File: src/hdl/lse_pkg.sv
package lse_pkg;

   localparam int PALETTE_SIZE = 256;
   localparam int WIDTH_MAX    = 8192;

   localparam int PAL_AW = $clog2(PALETTE_SIZE);
   localparam int CNT_W  = $clog2(PALETTE_SIZE + 1);
   localparam int COL_W  = (WIDTH_MAX > 1) ? $clog2(WIDTH_MAX) : 1;
   localparam int MAP_DEPTH = 256;

   localparam logic [1:0] OP_LOAD      = 2'd0;
   localparam logic [1:0] OP_IMAGE     = 2'd1;
   localparam logic [1:0] OP_NEW_IMAGE = 2'd2;

   localparam logic [1:0] CSR_MODE      = 2'd0;
   localparam logic [1:0] CSR_BPP       = 2'd1;
   localparam logic [1:0] CSR_ROW_WIDTH = 2'd2;
   localparam logic [1:0] CSR_MAX_LEN   = 2'd3;

   typedef struct packed {
      logic        mode;
      logic [2:0]  bytes_per_pixel;
      logic [13:0] row_width;
      logic [15:0] max_length;
   } lse_cfg_type;

   typedef struct packed {
      logic        load;
      logic        clear;
      logic [23:0] colour;
      logic [7:0]  lookup_addr;
   } lse_pt_cmd_type;

   typedef struct packed {
      logic busy;
      logic lk_paired;
      logic lk_higher;
   } lse_pt_stat_type;

   typedef struct packed {
      logic       image;
      logic       clear;
      logic [7:0] data_byte;
   } lse_st_cmd_type;

endpackage

File: src/hdl/lse_channels.sv


interface lse_rsp_if;
   logic       valid;
   logic       ready;
   logic [7:0] secret_char;
   logic       last;

   modport source (output valid, secret_char, last, input ready);
   modport sink   (input valid, secret_char, last, output ready);
endinterface

File: src/hdl/lse_stream.sv
module lse_stream import lse_pkg::*; (
   input  logic            clock,
   input  logic            reset,
   input  lse_cfg_type     cfg,
   input  lse_st_cmd_type  cmd,
   input  lse_pt_stat_type pt_stat,
   output logic            busy,
   output logic [7:0]      lookup_addr,
   lse_rsp_if.source       rsp
);

   localparam logic ST_IDLE   = 1'b0;
   localparam logic ST_LOOKUP = 1'b1;

   logic             state_ff, state_in;
   logic [COL_W-1:0] col_ff, col_in;
   logic [1:0]       cp_ff, cp_in;
   logic             filter_ff, filter_in;
   logic [7:0]       buf_ff, buf_in;
   logic [2:0]       bitcnt_ff, bitcnt_in;
   logic [15:0]      chars_ff, chars_in;
   logic             finished_ff, finished_in;
   logic [7:0]       byte_ff, byte_in;
   logic             rsp_valid_ff, rsp_valid_in;
   logic [7:0]       rsp_char_ff, rsp_char_in;
   logic             rsp_last_ff, rsp_last_in;

   logic [2:0]  bpp_eff;
   logic [16:0] width_eff;
   logic [15:0] limit;
   logic [1:0]  cp_cur;
   logic [2:0]  cp_next;
   logic [16:0] col_next;
   logic        have_bit;
   logic        bit_val;
   logic        emit;
   logic        rsp_busy;
   logic        commit;
   logic [7:0]  buf_new;
   logic [15:0] chars_new;
   logic        last_new;

   always_comb begin
      bpp_eff = cfg.bytes_per_pixel;
      if (bpp_eff == 3'd0) begin
         bpp_eff = 3'd1;
      end
      if (bpp_eff > 3'd4) begin
         bpp_eff = 3'd4;
      end
      if (cfg.mode) begin
         bpp_eff = 3'd1;
      end
      width_eff = 17'(cfg.row_width);
      if (width_eff == 17'd0) begin
         width_eff = 17'd1;
      end
      if (width_eff > 17'(WIDTH_MAX)) begin
         width_eff = 17'(WIDTH_MAX);
      end
      limit = (cfg.max_length == 16'd0) ? 16'd1 : cfg.max_length;
   end

   assign cp_cur   = ({1'b0, cp_ff} >= bpp_eff) ? 2'd0 : cp_ff;
   assign cp_next  = {1'b0, cp_cur} + 3'd1;
   assign col_next = 17'(col_ff) + 17'd1;

   assign have_bit  = cfg.mode ? pt_stat.lk_paired : 1'b1;
   assign bit_val   = cfg.mode ? pt_stat.lk_higher : byte_ff[0];
   assign emit      = (state_ff == ST_LOOKUP) && have_bit && (bitcnt_ff == 3'd7);
   assign rsp_busy  = rsp_valid_ff && !rsp.ready;
   assign commit    = (state_ff == ST_LOOKUP) && have_bit && !(emit && rsp_busy);
   assign buf_new   = buf_ff | (8'(bit_val) << bitcnt_ff);
   assign chars_new = chars_ff + 16'd1;
   assign last_new  = (buf_new == 8'd0) || (chars_new >= limit);

   always_comb begin
      state_in     = state_ff;
      col_in       = col_ff;
      cp_in        = cp_ff;
      filter_in    = filter_ff;
      buf_in       = buf_ff;
      bitcnt_in    = bitcnt_ff;
      chars_in     = chars_ff;
      finished_in  = finished_ff;
      byte_in      = byte_ff;
      rsp_valid_in = rsp.ready ? 1'b0 : rsp_valid_ff;
      rsp_char_in  = rsp_char_ff;
      rsp_last_in  = rsp_last_ff;
      case (state_ff)
         ST_IDLE: begin
            if (cmd.clear) begin
               col_in      = '0;
               cp_in       = 2'd0;
               filter_in   = 1'b1;
               buf_in      = 8'd0;
               bitcnt_in   = 3'd0;
               chars_in    = 16'd0;
               finished_in = 1'b0;
            end else if (cmd.image && !finished_ff) begin
               if (filter_ff) begin
                  filter_in = 1'b0;
               end else begin
                  if (cp_cur == 2'd0) begin
                     state_in = ST_LOOKUP;
                     byte_in  = cmd.data_byte;
                  end
                  if (cp_next >= bpp_eff) begin
                     cp_in = 2'd0;
                     if (col_next >= width_eff) begin
                        col_in    = '0;
                        filter_in = 1'b1;
                     end else begin
                        col_in = col_next[COL_W-1:0];
                     end
                  end else begin
                     cp_in = cp_next[1:0];
                  end
               end
            end
         end
         ST_LOOKUP: begin
            if (!have_bit) begin
               state_in = ST_IDLE;
            end else if (commit) begin
               state_in = ST_IDLE;
               if (emit) begin
                  buf_in       = 8'd0;
                  bitcnt_in    = 3'd0;
                  chars_in     = chars_new;
                  finished_in  = last_new;
                  rsp_valid_in = 1'b1;
                  rsp_char_in  = buf_new;
                  rsp_last_in  = last_new;
               end else begin
                  buf_in    = buf_new;
                  bitcnt_in = bitcnt_ff + 3'd1;
               end
            end
         end
         default: begin
            state_in = ST_IDLE;
         end
      endcase
   end

   always_ff @(posedge clock) begin
      if (reset) begin
         state_ff     <= ST_IDLE;
         col_ff       <= '0;
         cp_ff        <= 2'd0;
         filter_ff    <= 1'b1;
         buf_ff       <= 8'd0;
         bitcnt_ff    <= 3'd0;
         chars_ff     <= 16'd0;
         finished_ff  <= 1'b0;
         rsp_valid_ff <= 1'b0;
      end else begin
         state_ff     <= state_in;
         col_ff       <= col_in;
         cp_ff        <= cp_in;
         filter_ff    <= filter_in;
         buf_ff       <= buf_in;
         bitcnt_ff    <= bitcnt_in;
         chars_ff     <= chars_in;
         finished_ff  <= finished_in;
         rsp_valid_ff <= rsp_valid_in;
      end
      byte_ff     <= byte_in;
      rsp_char_ff <= rsp_char_in;
      rsp_last_ff <= rsp_last_in;
   end

   assign busy        = (state_ff == ST_LOOKUP);
   assign lookup_addr = (state_ff == ST_LOOKUP) ? byte_ff : cmd.data_byte;

   assign rsp.valid       = rsp_valid_ff;
   assign rsp.secret_char = rsp_char_ff;
   assign rsp.last        = rsp_last_ff;

endmodule

File: src/flat_wrapper.sv
// flat-port wrapper written by rule: the top's interface ports become plain ports
module lse_stream_flat import lse_pkg::*;
  (clock, reset, cfg, cmd, pt_stat, busy, lookup_addr, rsp_valid, rsp_secret_char, rsp_last, rsp_ready);
  lse_rsp_if rsp_i ();
  input  logic clock;
  input  logic reset;
  input  lse_cfg_type cfg;
  input  lse_st_cmd_type cmd;
  input  lse_pt_stat_type pt_stat;
  output logic busy;
  output logic [7:0] lookup_addr;
  output wire logic [$bits(rsp_i.valid)-1:0] rsp_valid;
  output wire logic [$bits(rsp_i.secret_char)-1:0] rsp_secret_char;
  output wire logic [$bits(rsp_i.last)-1:0] rsp_last;
  input wire logic [$bits(rsp_i.ready)-1:0] rsp_ready;
  assign rsp_valid = rsp_i.valid;
  assign rsp_secret_char = rsp_i.secret_char;
  assign rsp_last = rsp_i.last;
  assign rsp_i.ready = rsp_ready;
  lse_stream u_core (.clock(clock), .reset(reset), .cfg(cfg), .cmd(cmd), .pt_stat(pt_stat), .busy(busy), .lookup_addr(lookup_addr), .rsp(rsp_i));
endmodule
File: config.mk
export PLATFORM = sky130hd
export DESIGN_NAME = lse_stream_flat
export DESIGN_NICKNAME = d
export VERILOG_FILES = /design/src/hdl/lse_pkg.sv /design/src/hdl/lse_channels.sv /design/src/hdl/lse_stream.sv /design/src/flat_wrapper.sv
export SDC_FILE = /design/constraint.sdc
export NUM_CORES = 1
export LEC_CHECK = 0
export BUFFER_PORTS_ARGS = -buffer_cell sky130_fd_sc_hd__buf_2
export CORE_UTILIZATION = 55
export DETAILED_ROUTE_END_ITERATION = 8
export PLACE_DENSITY = 0.78
export SYNTH_ARGS = -nofsm -noshare
export SYNTH_HDL_FRONTEND = slang
export SYNTH_SLANG_ARGS = --single-unit
File: constraint.sdc
create_clock -name clock -period 7.8 [get_ports clock]
set_clock_uncertainty 0.05 [all_clocks]
set_input_delay 0.39 -clock clock [delete_from_list [all_inputs] [get_ports clock]]
set_output_delay 0.39 -clock clock [all_outputs]
set_load 0.01 [all_outputs]
==> impl_results.html <==
<table>
<tr><th>Metric</th><th>Value</th></tr>
<tr><th colspan="2">Run status</th></tr>
<tr><td>Outcome</td><td>finished, final reports clean</td></tr>
<tr><th colspan="2">Timing</th></tr>
<tr><td>Sum of negative setup slack</td><td>0 ns</td></tr>
<tr><td>Max_slew headroom</td><td>50.3%</td></tr>
<tr><td>Max Clock Freq</td><td>0.275 GHz</td></tr>
<tr><td>Final worst-path cycle share</td><td>46.5%</td></tr>
<tr><td>Post-route setup slack</td><td>4.17 ns</td></tr>
<tr><td>Slew at the pin with the worst max-slew slack</td><td>0.742 ns</td></tr>
<tr><td>Count of endpoints failing setup in the final report</td><td>0</td></tr>
<tr><td>Final Hold Viols</td><td>0</td></tr>
<tr><td>Final-report max-slew violation count</td><td>0</td></tr>
<tr><td>Minimum clock period after layout</td><td>3.63 ns</td></tr>
<tr><td>RSZ-0062 raised after global routing</td><td>false</td></tr>
<tr><th colspan="2">Power and ir drop</th></tr>
<tr><td>Areal power density over the cells</td><td>151 nW/µm²</td></tr>
<tr><td>VDD IR-drop max</td><td>104 µV</td></tr>
<tr><td>Total Power</td><td>0.724 mW</td></tr>
<tr><td>Lkg Pwr</td><td>2.24 nW</td></tr>
<tr><th colspan="2">Critical path</th></tr>
<tr><td>Worst R2R End</td><td>u_core.col_ff[4]</td></tr>
<tr><td>Startpoint-to-endpoint class of the critical path</td><td>reg -&gt; reg</td></tr>
<tr><td>Worst reg2reg path depth</td><td>13</td></tr>
<tr><td>Worst-path fanout max</td><td>5</td></tr>
<tr><td>Slack of the worst reg-to-reg path</td><td>4.17 ns</td></tr>
<tr><td>Required time of the worst setup path</td><td>8.04 ns</td></tr>
<tr><td>Crit end category</td><td>flop</td></tr>
<tr><td>Worst flop-to-flop path startpoint</td><td>u_core.col_ff[0]</td></tr>
<tr><td>Worst EP arrival</td><td>3.87 ns</td></tr>
<tr><td>Type of origin of the critical path</td><td>flop</td></tr>
<tr><th colspan="2">CTS</th></tr>
<tr><td>Total number of clock tree sinks</td><td>63</td></tr>
<tr><td>Cells resized by post-CTS repair</td><td>0</td></tr>
<tr><td>Worst-Skew Late Latency</td><td>0.35 ns</td></tr>
<tr><td>Maximum level of the CTS H-tree</td><td>3</td></tr>
<tr><td>Worst-path clk slew</td><td>0.08 ns</td></tr>
<tr><td>CTS Root Cell</td><td>sky130_fd_sc_hd__clkbuf_8</td></tr>
<tr><td>Max Buffers Root-to-Sink</td><td>2</td></tr>
<tr><td>Post-cts hold buffer count</td><td>0</td></tr>
<tr><td>Clock tree from TritonCTS</td><td>built</td></tr>
<tr><td>Setup repair bufs after CTS</td><td>0</td></tr>
<tr><td>Number of buffers inserted during clock tree synthesis</td><td>9</td></tr>
<tr><th colspan="2">Final layout</th></tr>
<tr><td>Filler cells</td><td>647</td></tr>
<tr><td>Reg area</td><td>1430 µm²</td></tr>
<tr><td>Multi-input gate area</td><td>2530 µm²</td></tr>
<tr><td>Count of antenna diodes in the layout</td><td>0</td></tr>
<tr><td>Layout cell share with drive strength beyond 1</td><td>22.2%</td></tr>
<tr><td>Final Instance Count excl. Fillers</td><td>643</td></tr>
<tr><td>Net count reported at finish</td><td>630</td></tr>
<tr><td>Post-layout utilization of the core</td><td>65.6%</td></tr>
<tr><td>Relative area change from synthesis to final layout</td><td>15.2%</td></tr>
<tr><th colspan="2">Flow run</th></tr>
<tr><td>Max capacitance violation total</td><td>0</td></tr>
<tr><th colspan="2">Floorplanning</th></tr>
<tr><td>Number of top-level pins</td><td>69</td></tr>
<tr><td>Die Height</td><td>88.9 µm</td></tr>
<tr><td>Chip Width</td><td>88.9 µm</td></tr>
<tr><td>Area of the die</td><td>7900 µm²</td></tr>
<tr><td>Core region area</td><td>7290 µm²</td></tr>
<tr><td>Row count</td><td>31</td></tr>
<tr><td>Initial cell density of the core</td><td>56.9%</td></tr>
<tr><th colspan="2">Detailed routing</th></tr>
<tr><td>First drt pass iteration count</td><td>4</td></tr>
<tr><td>Routed wire length per instance</td><td>13.8 µm</td></tr>
<tr><td>Drt total wl</td><td>8870 µm</td></tr>
<tr><td>Number of nets still failing antenna checks after routing</td><td>0</td></tr>
<tr><td>DR iter-0 viols</td><td>188</td></tr>
<tr><td>Routed via count</td><td>3620</td></tr>
<tr><td>Routed via count divided by cell count</td><td>5.63</td></tr>
<tr><td>Residual DRC</td><td>0</td></tr>
<tr><th colspan="2">Place</th></tr>
<tr><td>Placed wire-length estimate after detailed placement</td><td>6620 µm</td></tr>
<tr><td>Input/output buffers</td><td>67</td></tr>
<tr><td>RePlAce Congestion</td><td>0.811</td></tr>
<tr><td>Inst Count DP</td><td>627</td></tr>
<tr><td>Minimum setup slack after placement</td><td>4.21 ns</td></tr>
<tr><th colspan="2">Worst hold path</th></tr>
<tr><td>Worst hold path stage count</td><td>1</td></tr>
<tr><td>Type of the worst min-delay path</td><td>in -&gt; reg</td></tr>
<tr><td>Sink of the worst hold path</td><td>u_core.byte_ff[6]</td></tr>
<tr><td>Start point of the worst min-delay path</td><td>cmd[6]</td></tr>
<tr><th colspan="2">Logic synthesis</th></tr>
<tr><td>Mapped cell area</td><td>4150 µm²</td></tr>
<tr><td>Most instantiated flip-flop cell in the synthesis netlist</td><td>sky130_fd_sc_hd__dfxtp_1</td></tr>
<tr><td>Biggest area consumer among synthesized cells</td><td>sky130_fd_sc_hd__dfxtp_1</td></tr>
<tr><td>Post-synthesis register bit count</td><td>63</td></tr>
<tr><td>Warnings, synthesis</td><td>0</td></tr>
<tr><td>Post-synth EDFFs</td><td>17</td></tr>
<tr><td>Area fraction of the dominant cell type after synthesis</td><td>22.2%</td></tr>
<tr><td>Sequential fraction of the synthesis area</td><td>34.5%</td></tr>
<tr><td>Number of nets produced by synthesis</td><td>563</td></tr>
<tr><td>Synth Area per Inst</td><td>8.80 µm²</td></tr>
<tr><td>Number of standard cells after synthesis</td><td>472</td></tr>
<tr><td>Share of flip-flops with an asynchronous set or reset</td><td>0%</td></tr>
<tr><td>Top area cells in the synthesized netlist</td><td>sky130_fd_sc_hd__dfxtp_1 (22%), sky130_fd_sc_hd__ha_1 (12%), sky130_fd_sc_hd__edfxtp_1 (12%)</td></tr>
<tr><td>Number of distinct library cells after synthesis</td><td>67</td></tr>
<tr><th colspan="2">Global route</th></tr>
<tr><td>Global-route congestion overflow total</td><td>0</td></tr>
<tr><td>Largest net degree at the start of global routing</td><td>33</td></tr>
<tr><td>Number of global-route vias before repair</td><td>3396</td></tr>
<tr><td>Global-route wire length before repair</td><td>14800 µm</td></tr>
<tr><td>Antenna violations before repair</td><td>0</td></tr>
<tr><td>Total global routing track utilization</td><td>24.3%</td></tr>
</table>
metrics by stage:
stage / hold slack [ns] / cell area [µm²]
floorplan: 0.379 / 4150
global placement: 0.403 / 4560
detailed placement: 0.422 / 4560
CTS: 0.162 / 4780
global route: 0.162 / 4780
finish: 0.175 / 4780
how the worst max path moves through the flow:
stage | startpoint | cells past startpoint | slack (ns) | endpoint
2_1_floorplan | u_core.col_ff[0] | 14 | 4.61 | u_core.col_ff[2]
3_3_place_gp | u_core.col_ff[0] | 13 | 4.26 | u_core.col_ff[4]
3_5_place_dp | u_core.col_ff[0] | 13 | 4.21 | u_core.col_ff[3]
4_1_cts | u_core.col_ff[0] | 13 | 4.19 | u_core.col_ff[2]
5_1_grt | u_core.col_ff[0] | 13 | 4.00 | u_core.col_ff[4]
6_report | u_core.col_ff[0] | 13 | 4.17 | u_core.col_ff[4]
cell families after synthesis:
| kind of cell | count (synthesis) | share of synthesized area [%] |
|---|---|---|
| AO/OA/AOI/OAI | 112 | 18.5 |
| XOR/XNOR | 20 | 4.22 |
| adder cells (fa/ha/maj) | 41 | 12.4 |
| buffers and inverters | 45 | 4.49 |
| flip-flops | 63 | 34.5 |
| multiplexers | 11 | 2.92 |
| AND/OR/NAND/NOR | 180 | 23.1 |
worst max-delay path, stage by stage (launching register included):
cell and delay, ns:
sky130_fd_sc_hd__dfxtp_1 0.43, sky130_fd_sc_hd__ha_1 0.29, sky130_fd_sc_hd__nand2_1 0.16, sky130_fd_sc_hd__nor3_4 0.29
sky130_fd_sc_hd__and3_1 0.22, sky130_fd_sc_hd__nor2b_1 0.06, sky130_fd_sc_hd__or2_2 0.30, sky130_fd_sc_hd__ha_1 0.32
sky130_fd_sc_hd__and3_4 0.19, sky130_fd_sc_hd__a221o_1 0.33, sky130_fd_sc_hd__a41oi_2 0.26, sky130_fd_sc_hd__nand4_1 0.24
sky130_fd_sc_hd__or3_1 0.36, sky130_fd_sc_hd__o21ai_1 0.08
metal layers:
layer | vias to the layer above | routed length, µm | share of wire, % | track usage (%)
li1 | 1850 | - | - | -
met1 | 1686 | 3970 | 45 | 29.4
met2 | 70 | 4450 | 50 | 43.0
met3 | 14 | 321 | 3.6 | 4.57
met4 | 0 | 128 | 1.4 | 8.94
met5 | - | 0 | 0 | 0
layout make-up:
cell class                 count  share of cell area (%)
multi-input combinational    364                    53.0
sequential                    63                    29.9
timing repair buffer          69                    7.32
clock buffer                   9                    2.59
tap                           99                    2.59
inverter                      32                    2.51
clock inverter                 7                    2.09
cells in the mapped netlist, types with 13 or more instances:
cell type	count
sky130_fd_sc_hd__a22oi_1	13
sky130_fd_sc_hd__xnor2_1	13
sky130_fd_sc_hd__inv_1	31
sky130_fd_sc_hd__nor2_1	37
sky130_fd_sc_hd__nand2_1	42
sky130_fd_sc_hd__o21ai_0	23
sky130_fd_sc_hd__edfxtp_1	17
sky130_fd_sc_hd__nor2b_1	13
sky130_fd_sc_hd__a21oi_1	23
sky130_fd_sc_hd__nand3_1	22
sky130_fd_sc_hd__a21o_1	14
sky130_fd_sc_hd__ha_1	41
sky130_fd_sc_hd__dfxtp_1	46
cells in the final DEF (no fill, tap or decap), drive strengths merged, types with 2 or more instances in the layout:
master   instances
buf             69
dfxtp           46
nand2           43
ha              41
nor2            39
inv             36
o21ai           25
a21oi           24
nand3           23
edfxtp          17
a21o            16
xnor2           13
nor2b           13
a22oi           13
and3            10
nor3            10
mux2             9
clkbuf           9
nor4             8
xor2             7
or3              7
or2              6
a31oi            6
nand4            5
nand2b           5
o21a             5
nor3b            3
a211oi           3
and2             3
mux2i            2
a31o             2
bufinv           2
and4             2
o2111ai          2
a41oi            2
where the power goes:
| part | internal [mW] | switching [mW] | leakage [nW] | total [mW] |
|---|---|---|---|---|
| logic | 0.0261 | 0.0350 | 1.61 | 0.0611 |
| clock network | 0.184 | 0.142 | 0.115 | 0.326 |
| registers | 0.336 | 0.00119 | 0.519 | 0.337 |
| total | 0.546 | 0.178 | 2.24 | 0.724 |
registers in the layout (all words and copies together), names as in the netlist:
signal,flops
u_core.filter_ff,1
u_core.col_ff,13
u_core.cp_ff,2
u_core.finished_ff,1
u_core.chars_ff,16
u_core.rsp.last,1
u_core.bitcnt_ff,3
u_core.buf_ff,8
u_core.rsp.valid,1
u_core.rsp.secret_char,8
u_core.busy,1
u_core.byte_ff,8
(Power assumes the default switching activity.)
